--- config.mk ---
export PLATFORM = sky130hd
export DESIGN_NAME = goto_command_encoder_core
export DESIGN_NICKNAME = d
export VERILOG_FILES = /design/src/rtl/gcenc_pkg.sv /design/src/rtl/gcenc_digits.sv /design/src/rtl/goto_command_encoder_core.sv
export SDC_FILE = /design/constraint.sdc
export NUM_CORES = 2
export LEC_CHECK = 0
export ABC_AREA = 1
export BUFFER_PORTS_ARGS = -buffer_cell sky130_fd_sc_hd__buf_4
export CORE_MARGIN = 5
export CORE_UTILIZATION = 52
export CTS_BUF_LIST = sky130_fd_sc_hd__clkbuf_16
export CTS_CLUSTER_DIAMETER = 120
export DETAILED_ROUTE_END_ITERATION = 6
export GPL_ROUTABILITY_DRIVEN = 1
export HOLD_SLACK_MARGIN = 0.02
export PLACE_DENSITY = 0.78
export SLEW_MARGIN = 20
export SYNTH_ARGS = -nofsm -noshare
export SYNTH_HDL_FRONTEND = slang
export SYNTH_HIERARCHICAL = 1
export SYNTH_SLANG_ARGS = --single-unit
--- constraint.sdc ---
create_clock -name clk_i -period 6.45 [get_ports clk_i]
set_input_delay 0.3225 -clock clk_i [delete_from_list [all_inputs] [get_ports clk_i]]
set_output_delay 0.3225 -clock clk_i [all_outputs]
set_load 0.02 [all_outputs]
--- src/rtl/gcenc_pkg.sv ---
// Shared types, constants and the command template of the goto command encoder.
package gcenc_pkg;

  localparam int unsigned CMD_LEN = 35;
  localparam int unsigned SLOT_W  = 6;

  typedef logic [SLOT_W-1:0] slot_t;

  // Byte positions of the variable fields within the command.
  localparam slot_t SLOT_RA    = 6'd8;
  localparam slot_t SLOT_SIGN  = 6'd21;
  localparam slot_t SLOT_DEC   = 6'd22;
  localparam slot_t SLOT_LAST  = 6'd34;

  localparam logic [7:0] CHR_ZERO  = 8'h30;
  localparam logic [7:0] CHR_PLUS  = 8'h2b;
  localparam logic [7:0] CHR_MINUS = 8'h2d;
  localparam logic [7:0] DEG_SIGN  = 8'd223;

  // Declination in arc seconds, offset by half a turn, and its fold points.
  localparam logic [20:0] DEC_TURN    = 21'd1296000;
  localparam logic [20:0] DEC_HALF    = 21'd648000;
  localparam logic [20:0] DEC_QUARTER = 21'd324000;
  localparam logic [20:0] DEC_3QUART  = 21'd972000;

  localparam logic [16:0] RA_TURN = 17'd86400;

  localparam logic [7:0] CMD_TEMPLATE [CMD_LEN] = '{
    8'h23, 8'h3a, 8'h51, 8'h23, 8'h3a, 8'h53, 8'h72, 8'h20,
    8'h30, 8'h30, 8'h3a, 8'h30, 8'h30, 8'h3a, 8'h30, 8'h30,
    8'h23, 8'h3a, 8'h53, 8'h64, 8'h20,
    8'h2b,
    8'h30, 8'h30, 8'hdf, 8'h30, 8'h30, 8'h3a, 8'h30, 8'h30,
    8'h23, 8'h3a, 8'h4d, 8'h53, 8'h23
  };

  // Rounded angles: RA in time seconds, Dec as sign and arc-second magnitude.
  typedef struct packed {
    logic [16:0] ra_sec;
    logic [18:0] dec_mag;
    logic        dec_neg;
  } coord_sec_t;

  typedef struct packed {
    logic [3:0] big_hi;
    logic [3:0] big_lo;
    logic [3:0] min_hi;
    logic [3:0] min_lo;
    logic [3:0] sec_hi;
    logic [3:0] sec_lo;
  } sexa_t;

  typedef struct packed {
    sexa_t ra;
    sexa_t dec;
    logic  dec_neg;
  } coord_digits_t;

endpackage

--- src/rtl/gcenc_digits.sv ---
// Pipelined split of both angles into two-digit sexagesimal fields.
module gcenc_digits (
  input  logic                     clk_i,
  input  logic                     rst_ni,
  input  logic                     in_valid_i,
  output logic                     in_ready_o,
  input  gcenc_pkg::coord_sec_t    in_data_i,
  output logic                     out_valid_o,
  input  logic                     out_ready_i,
  output gcenc_pkg::coord_digits_t out_data_o
);
  import gcenc_pkg::*;

  function automatic logic [7:0] split2(input logic [6:0] x);
    logic [13:0] p;
    logic [3:0]  t;
    logic [6:0]  o;
    p = 14'(x) * 14'd103;
    t = p[13:10];
    o = x - 7'(t) * 7'd10;
    return {t, o[3:0]};
  endfunction

  logic [4:0] vld_q;
  logic [5:0] rdy;

  logic [18:0] v_in [2];

  logic [18:0] v1_q   [2];
  logic [6:0]  big1_q [2];
  logic [11:0] rem2_q [2];
  logic [7:0]  bigd2_q [2];
  logic [11:0] rem3_q [2];
  logic [5:0]  min3_q [2];
  logic [7:0]  bigd3_q [2];
  logic [5:0]  sec4_q [2];
  logic [7:0]  bigd4_q [2];
  logic [7:0]  mind4_q [2];
  logic [7:0]  bigd5_q [2];
  logic [7:0]  mind5_q [2];
  logic [7:0]  secd5_q [2];
  logic [4:0]  neg_q;

  logic [38:0] p1   [2];
  logic [18:0] rem2 [2];
  logic [24:0] p3   [2];
  logic [11:0] sec4 [2];

  assign v_in[0] = {2'b00, in_data_i.ra_sec};
  assign v_in[1] = in_data_i.dec_mag;

  always_comb begin
    rdy[5] = out_ready_i;
    for (int k = 4; k >= 0; k--) begin
      rdy[k] = !vld_q[k] || rdy[k+1];
    end
  end
  assign in_ready_o = rdy[0];

  always_comb begin
    for (int l = 0; l < 2; l++) begin
      p1[l]   = 39'(v_in[l]) * 39'd596524;
      rem2[l] = v1_q[l] - 19'(big1_q[l]) * 19'd3600;
      p3[l]   = 25'(rem2_q[l]) * 25'd4370;
      sec4[l] = rem3_q[l] - 12'(min3_q[l]) * 12'd60;
    end
  end

  always_ff @(posedge clk_i or negedge rst_ni) begin
    if (!rst_ni) begin
      vld_q <= '0;
    end else begin
      if (rdy[0]) vld_q[0] <= in_valid_i;
      for (int k = 1; k < 5; k++) begin
        if (rdy[k]) vld_q[k] <= vld_q[k-1];
      end
    end
  end

  always_ff @(posedge clk_i) begin
    if (rdy[0] && in_valid_i) begin
      neg_q[0] <= in_data_i.dec_neg;
      for (int l = 0; l < 2; l++) begin
        v1_q[l]   <= v_in[l];
        big1_q[l] <= p1[l][37:31];
      end
    end
    if (rdy[1] && vld_q[0]) begin
      neg_q[1] <= neg_q[0];
      for (int l = 0; l < 2; l++) begin
        rem2_q[l]  <= rem2[l][11:0];
        bigd2_q[l] <= split2(big1_q[l]);
      end
    end
    if (rdy[2] && vld_q[1]) begin
      neg_q[2] <= neg_q[1];
      for (int l = 0; l < 2; l++) begin
        rem3_q[l]  <= rem2_q[l];
        min3_q[l]  <= p3[l][23:18];
        bigd3_q[l] <= bigd2_q[l];
      end
    end
    if (rdy[3] && vld_q[2]) begin
      neg_q[3] <= neg_q[2];
      for (int l = 0; l < 2; l++) begin
        sec4_q[l]  <= sec4[l][5:0];
        bigd4_q[l] <= bigd3_q[l];
        mind4_q[l] <= split2({1'b0, min3_q[l]});
      end
    end
    if (rdy[4] && vld_q[3]) begin
      neg_q[4] <= neg_q[3];
      for (int l = 0; l < 2; l++) begin
        bigd5_q[l] <= bigd4_q[l];
        mind5_q[l] <= mind4_q[l];
        secd5_q[l] <= split2({1'b0, sec4_q[l]});
      end
    end
  end

  assign out_valid_o = vld_q[4];
  assign out_data_o  = '{
    ra:  '{big_hi: bigd5_q[0][7:4], big_lo: bigd5_q[0][3:0],
           min_hi: mind5_q[0][7:4], min_lo: mind5_q[0][3:0],
           sec_hi: secd5_q[0][7:4], sec_lo: secd5_q[0][3:0]},
    dec: '{big_hi: bigd5_q[1][7:4], big_lo: bigd5_q[1][3:0],
           min_hi: mind5_q[1][7:4], min_lo: mind5_q[1][3:0],
           sec_hi: secd5_q[1][7:4], sec_lo: secd5_q[1][3:0]},
    dec_neg: neg_q[4]
  };

endmodule

--- src/rtl/goto_command_encoder_core.sv ---
// Top level of the goto command encoder: angle rounding, folding and byte output.
//
// Each input transfer carries an RA and a declination angle as binary fractions of a
// turn and produces one 35-byte ASCII command "#:Q#:Sr HH:MM:SS#:Sd sDD(223)MM:SS#:MS#",
// one byte per output transfer, with tlast on the final byte. The output side moves one
// byte per cycle while m_axis_tready is high, and the next command is loaded as the last
// byte of the previous one is taken. Inputs pass through a nine-stage pipeline (rounding
// multiplies, pole fold, digit split) ahead of the output stage, and the pipeline keeps
// taking inputs while a command is still being sent, until its stages are full.
module goto_command_encoder_core (
  input  logic        clk_i,
  input  logic        rst_ni,
  input  logic        s_axis_tvalid,
  output logic        s_axis_tready,
  // ra_angle [31:0], dec_angle [63:32]
  input  logic [63:0] s_axis_tdata,
  output logic        m_axis_tvalid,
  input  logic        m_axis_tready,
  // out_byte [7:0]
  output logic [7:0]  m_axis_tdata,
  output logic        m_axis_tlast
);
  import gcenc_pkg::*;

  logic [3:0] vld_q;
  logic [3:0] rdy;

  logic [31:0] ra1_q, ra2_q, ra3_q;
  logic [31:0] dec1_q;
  logic [20:0] dec2_q;
  logic [18:0] mag3_q;
  logic        neg3_q;
  coord_sec_t  coord4_q;

  logic [52:0] dec_prod;
  logic [48:0] ra_prod;
  logic [20:0] mag_full;
  logic        neg_d;
  logic        fold_d;
  logic [16:0] ra_sec_d;

  logic          dig_valid;
  logic          dig_ready;
  coord_digits_t dig_data;

  logic          ser_vld_q;
  slot_t         slot_q;
  coord_digits_t ser_q;
  logic          out_done;

  assign rdy[3] = !vld_q[3] || dig_ready;
  assign rdy[2] = !vld_q[2] || rdy[3];
  assign rdy[1] = !vld_q[1] || rdy[2];
  assign rdy[0] = !vld_q[0] || rdy[1];
  assign s_axis_tready = rdy[0];

  always_comb begin
    dec_prod = 53'({~dec1_q[31], dec1_q[30:0]}) * 53'd1296000 + 53'h80000000;

    fold_d = 1'b0;
    if (dec2_q < DEC_QUARTER) begin
      mag_full = dec2_q;
      neg_d    = (dec2_q != '0);
      fold_d   = 1'b1;
    end else if (dec2_q > DEC_3QUART) begin
      mag_full = DEC_TURN - dec2_q;
      neg_d    = 1'b0;
      fold_d   = 1'b1;
    end else if (dec2_q < DEC_HALF) begin
      mag_full = DEC_HALF - dec2_q;
      neg_d    = 1'b1;
    end else begin
      mag_full = dec2_q - DEC_HALF;
      neg_d    = 1'b0;
    end

    ra_prod  = 49'(ra3_q) * 49'd86400 + 49'h80000000;
    ra_sec_d = (ra_prod[48:32] >= RA_TURN) ? '0 : ra_prod[48:32];
  end

  always_ff @(posedge clk_i or negedge rst_ni) begin
    if (!rst_ni) begin
      vld_q <= '0;
    end else begin
      if (rdy[0]) vld_q[0] <= s_axis_tvalid;
      if (rdy[1]) vld_q[1] <= vld_q[0];
      if (rdy[2]) vld_q[2] <= vld_q[1];
      if (rdy[3]) vld_q[3] <= vld_q[2];
    end
  end

  always_ff @(posedge clk_i) begin
    if (rdy[0] && s_axis_tvalid) begin
      ra1_q  <= s_axis_tdata[31:0];
      dec1_q <= s_axis_tdata[63:32];
    end
    if (rdy[1] && vld_q[0]) begin
      ra2_q  <= ra1_q;
      dec2_q <= dec_prod[52:32];
    end
    if (rdy[2] && vld_q[1]) begin
      ra3_q  <= {ra2_q[31] ^ fold_d, ra2_q[30:0]};
      mag3_q <= mag_full[18:0];
      neg3_q <= neg_d;
    end
    if (rdy[3] && vld_q[2]) begin
      coord4_q <= '{ra_sec: ra_sec_d, dec_mag: mag3_q, dec_neg: neg3_q};
    end
  end

  gcenc_digits u_digits (
    .clk_i       (clk_i),
    .rst_ni      (rst_ni),
    .in_valid_i  (vld_q[3]),
    .in_ready_o  (dig_ready),
    .in_data_i   (coord4_q),
    .out_valid_o (dig_valid),
    .out_ready_i (out_done || !ser_vld_q),
    .out_data_o  (dig_data)
  );

  assign out_done = ser_vld_q && m_axis_tready && (slot_q == SLOT_LAST);

  always_ff @(posedge clk_i or negedge rst_ni) begin
    if (!rst_ni) begin
      ser_vld_q <= 1'b0;
      slot_q    <= '0;
    end else if (dig_valid && (out_done || !ser_vld_q)) begin
      ser_vld_q <= 1'b1;
      slot_q    <= '0;
    end else if (ser_vld_q && m_axis_tready) begin
      if (slot_q == SLOT_LAST) begin
        ser_vld_q <= 1'b0;
      end else begin
        slot_q <= slot_q + 6'd1;
      end
    end
  end

  always_ff @(posedge clk_i) begin
    if (dig_valid && (out_done || !ser_vld_q)) begin
      ser_q <= dig_data;
    end
  end

  always_comb begin
    case (slot_q)
      SLOT_RA:            m_axis_tdata = CHR_ZERO + 8'(ser_q.ra.big_hi);
      SLOT_RA + 6'd1:     m_axis_tdata = CHR_ZERO + 8'(ser_q.ra.big_lo);
      SLOT_RA + 6'd3:     m_axis_tdata = CHR_ZERO + 8'(ser_q.ra.min_hi);
      SLOT_RA + 6'd4:     m_axis_tdata = CHR_ZERO + 8'(ser_q.ra.min_lo);
      SLOT_RA + 6'd6:     m_axis_tdata = CHR_ZERO + 8'(ser_q.ra.sec_hi);
      SLOT_RA + 6'd7:     m_axis_tdata = CHR_ZERO + 8'(ser_q.ra.sec_lo);
      SLOT_SIGN:          m_axis_tdata = ser_q.dec_neg ? CHR_MINUS : CHR_PLUS;
      SLOT_DEC:           m_axis_tdata = CHR_ZERO + 8'(ser_q.dec.big_hi);
      SLOT_DEC + 6'd1:    m_axis_tdata = CHR_ZERO + 8'(ser_q.dec.big_lo);
      SLOT_DEC + 6'd2:    m_axis_tdata = DEG_SIGN;
      SLOT_DEC + 6'd3:    m_axis_tdata = CHR_ZERO + 8'(ser_q.dec.min_hi);
      SLOT_DEC + 6'd4:    m_axis_tdata = CHR_ZERO + 8'(ser_q.dec.min_lo);
      SLOT_DEC + 6'd6:    m_axis_tdata = CHR_ZERO + 8'(ser_q.dec.sec_hi);
      SLOT_DEC + 6'd7:    m_axis_tdata = CHR_ZERO + 8'(ser_q.dec.sec_lo);
      default: begin
        m_axis_tdata = (slot_q <= SLOT_LAST) ? CMD_TEMPLATE[slot_q] : '0;
      end
    endcase
  end

  assign m_axis_tvalid = ser_vld_q;
  assign m_axis_tlast  = (slot_q == SLOT_LAST);

endmodule

==> impl_metrics.yaml <==
outcome:
  outcome: "complete, no violations"
setup_path:
  worstPathArrival_ns: 6.54
  worst-setup-path-type: "register to register"
  cp_num_buf_inv: 6
  crit_path_capture_type: "register"
  crit_path_cell_trace: "fa_1, ha_1, fa_1, fa_1, inv_1, fa_1, fa_1, inv_1, ha_1, nand2_1, nor2_1, inv_1, o21ai_0, a221oi_1, buf_4, nand3_1, buf_4, nand2_1, nand2_1, xor2_1, inv_1, nand4_1, nand2_1"
  timing.critical_path.max_delay_family: "adder cells"
  critPathMostFrequentCell: "sky130_fd_sc_hd__fa_1"
  critical_path_required_ns: 6.83
  critical_path_top_delay_cell: "sky130_fd_sc_hd__edfxtp_1"
  critical_path.startpoint_type: "register"
  critical_path.max_fanout: 8
  cp_slowest_stage_delay_ns: 0.65
drt:
  detail-route-antenna-nets: 0
  drt-initial-drc-count: 1943
  vias: 37600
  drt_pass1_iterations: 6
  remaining_drc_errors: 0
  wl_per_cell_um: 15.0
  wirelength_um: 109000
  vias_per_cell: 5.18
global_route:
  grt_pass1_vias: 39200
  global_route.overflow_total: 0
  groute.usage.overall: 0.208
  wire_length_of_the_first_global_routing_pass_um: 186000
  largest_net_degree_at_the_start_of_global_routing: 57
  grt_antenna_before_repair: 0
die:
  ios: 79
  floorplan.die.height_um: 327
  design.die.area_um2: 107000
  fp.coreArea_um2: 100000
  rows: 116
  die_width_um: 327
  start_util: 0.524
layout:
  syn2layout_area_growth_pct: 10.1
  finalCoreUtilization: 0.577
  design.final.nets: 7443
  fillers: 8330
  layout-drive-gt1-share: 0.0663
  most_frequent_standard_cell_in_the_layout_excluding_fill_and_tap_cells: "sky130_fd_sc_hd__inv_1"
  mostFrequentLayoutCells: "sky130_fd_sc_hd__inv_1 (1347), sky130_fd_sc_hd__nand2_1 (991), sky130_fd_sc_hd__ha_1 (980)"
  antenna_diode_instance_count: 0
yosys:
  synth.top_cell.area_share: 0.265
  synthesis.area_per_instance_um2: 9.23
  synth-edff-count: 463
  synth.ff_latch_count: 479
  asyncSetResetFlopFracSynth: 0.0334
  synthFlopType: "sky130_fd_sc_hd__edfxtp_1"
  synth.cell_area_um2: 52400
  seq_area_frac_synth: 0.273
  synthDominantAreaCellType: "sky130_fd_sc_hd__edfxtp_1"
  synth.distinct_cells: 58
  synthTopCellsByArea: "sky130_fd_sc_hd__edfxtp_1 (27%), sky130_fd_sc_hd__ha_1 (23%), sky130_fd_sc_hd__fa_1 (18%)"
  ys.warnings.count: 6
  synth_cells: 5673
sta:
  fin_worst_hold_slack_ns: 0.103
  actual_transition_at_the_worst_max_transition_pin_ns: 1.03
  grt_setup_unrepaired: "true"
  final_skew_ns: 0.0282
  report.final.hold_viol_count: 0
  finalCriticalPeriod_ns: 6.16
  maxSlewHeadroom: 0.308
  post-route-worst-setup-slack_ns: 0.289
  setup_viol_count_final: 0
  drv_slew: 0
  layout_worst_path_cycle_share: 0.955
  max_freq_ghz: 0.162
  setup-tns-final_ns: 0
pwr:
  irDropWorstVdd_mv: 0.269
  p_leak_nw: 29.6
  report.power.total_mw: 11.9
  pwr_density_cell_nw_per_um2: 206
clock_network:
  cts.path.max_buffers: 3
  cts-root-buf: "sky130_fd_sc_hd__clkbuf_16"
  clk-insertion-delay-late_ns: 0.63
  tritoncts: "built"
  numCtsBuffers: 52
  clock-sinks: 479
  htree_num_levels: 2
  clkTransAtPathRegs_ns: 0.06
job:
  timing.max_cap.violations: 0
min_path:
  hold_class: "primary input to async pin"
place:
  io_buffer_count: 78
  post_place_setup_slack_ns: 0.0394
  routabilityCongestion: 0.970
  place.detailed.hpwl_um: 90400
[flip-flops by register name, indices dropped and copies added, names as in the netlist, 19 cells and up]
signal,count
ser_q,49
u_digits/rem2_q,24
u_digits/v1_q,24
dec2_q,21
mag3_q,19
ra2_q,32
ra3_q,32
dec1_q,32
ra1_q,32
coord4_q,37
[metal layers]
metal	track usage	vias up	routed length, µm
met2	0.375	842	54600
met4	0.0570	0	3060
li1	-	18700	-
met1	0.265	17900	47100
met3	0.0235	213	4420
met5	0	-	0
[cell type report]
cell class              instances  area (µm²)  share of cell area
inverters                    1364        5120              0.0888
repair buffers                219        1860              0.0322
well taps                    1298        1620              0.0282
clock buffers                  52        1300              0.0226
multi-input cells            3817       33000               0.573
flip-flops and latches        479       14300               0.248
clock inverters                45         432             0.00749
[cells in the mapped netlist, drive strengths merged (16+ instances only)]
master	n
nand3	193
o21ai	121
a21oi	211
fa	460
o21bai	19
xor2	70
dfrtp	16
nor2	413
edfxtp	463
ha	982
nand2	1038
nor4	20
xnor2	43
inv	1361
a21o	29
nand4	47
nor3	46
[per-stage QoR]
stage	std cells	instance area (µm²)
4_1_cts	7240	57300
6_report	7274	57700
2_1_floorplan	5676	52400
5_1_grt	7274	57700
3_5_place_dp	7076	54900
3_3_place_gp	7075	54800
[worst reg2reg max path, cell delays in order (launching register included)]
cell                       delay, ns
sky130_fd_sc_hd__edfxtp_1       0.65
sky130_fd_sc_hd__fa_1           0.51
sky130_fd_sc_hd__ha_1           0.31
sky130_fd_sc_hd__fa_1           0.53
sky130_fd_sc_hd__fa_1           0.56
sky130_fd_sc_hd__inv_1          0.06
sky130_fd_sc_hd__fa_1           0.49
sky130_fd_sc_hd__fa_1           0.52
sky130_fd_sc_hd__inv_1          0.04
sky130_fd_sc_hd__ha_1           0.40
sky130_fd_sc_hd__nand2_1        0.11
sky130_fd_sc_hd__nor2_1         0.17
sky130_fd_sc_hd__inv_1          0.08
sky130_fd_sc_hd__o21ai_0        0.33
sky130_fd_sc_hd__a221oi_1       0.14
sky130_fd_sc_hd__buf_4          0.17
sky130_fd_sc_hd__nand3_1        0.11
sky130_fd_sc_hd__buf_4          0.14
sky130_fd_sc_hd__nand2_1        0.04
sky130_fd_sc_hd__nand2_1        0.07
sky130_fd_sc_hd__xor2_1         0.28
sky130_fd_sc_hd__inv_1          0.07
sky130_fd_sc_hd__nand4_1        0.09
sky130_fd_sc_hd__nand2_1        0.06
[final timing paths]
| path | slack (ns) | start | cells after the start | endpoint |
|---|---|---|---|---|
| max | 0.29 | dec1_q[23] | 23 | dec2_q[20] |
| min | 0.10 | rst_ni | 2 | slot_q[1] |
| max reg2reg | 0.29 | dec1_q[23] | 23 | dec2_q[20] |
| min reg2reg | 0.41 | u_digits/neg_q[4] | 0 | ser_q[0] |
| max in group asynchronous | 6.11 | rst_ni | 2 | vld_q[2] |
| min in group clk_i | 0.41 | s_axis_tdata[29] | 2 | ra1_q[29] |
[timing repair]
action	in CTS	in global routing
resized for setup	0	35
hold buffers	67	0
hold endpoints to repair	84	0
setup endpoints to repair	0	17
setup buffers	0	33
[logic make-up after synthesis]
family	after synthesis	synth area share
fa+ha+maj	1442	0.410
xor+xnor	113	0.0189
buf+inv	1380	0.0996
simple gates	1785	0.145
other cells	1	0.0000716
compound gates	473	0.0526
flops	479	0.273
[report_power, final]
group          internal (mW)  total, mW  switching (mW)
combinational           1.92       5.26            3.34
clock                   1.70       3.01            1.31
sequential              3.54       3.62          0.0747
total                   7.16       11.9            4.73
Note: power is estimated with default switching activity, not from simulation.
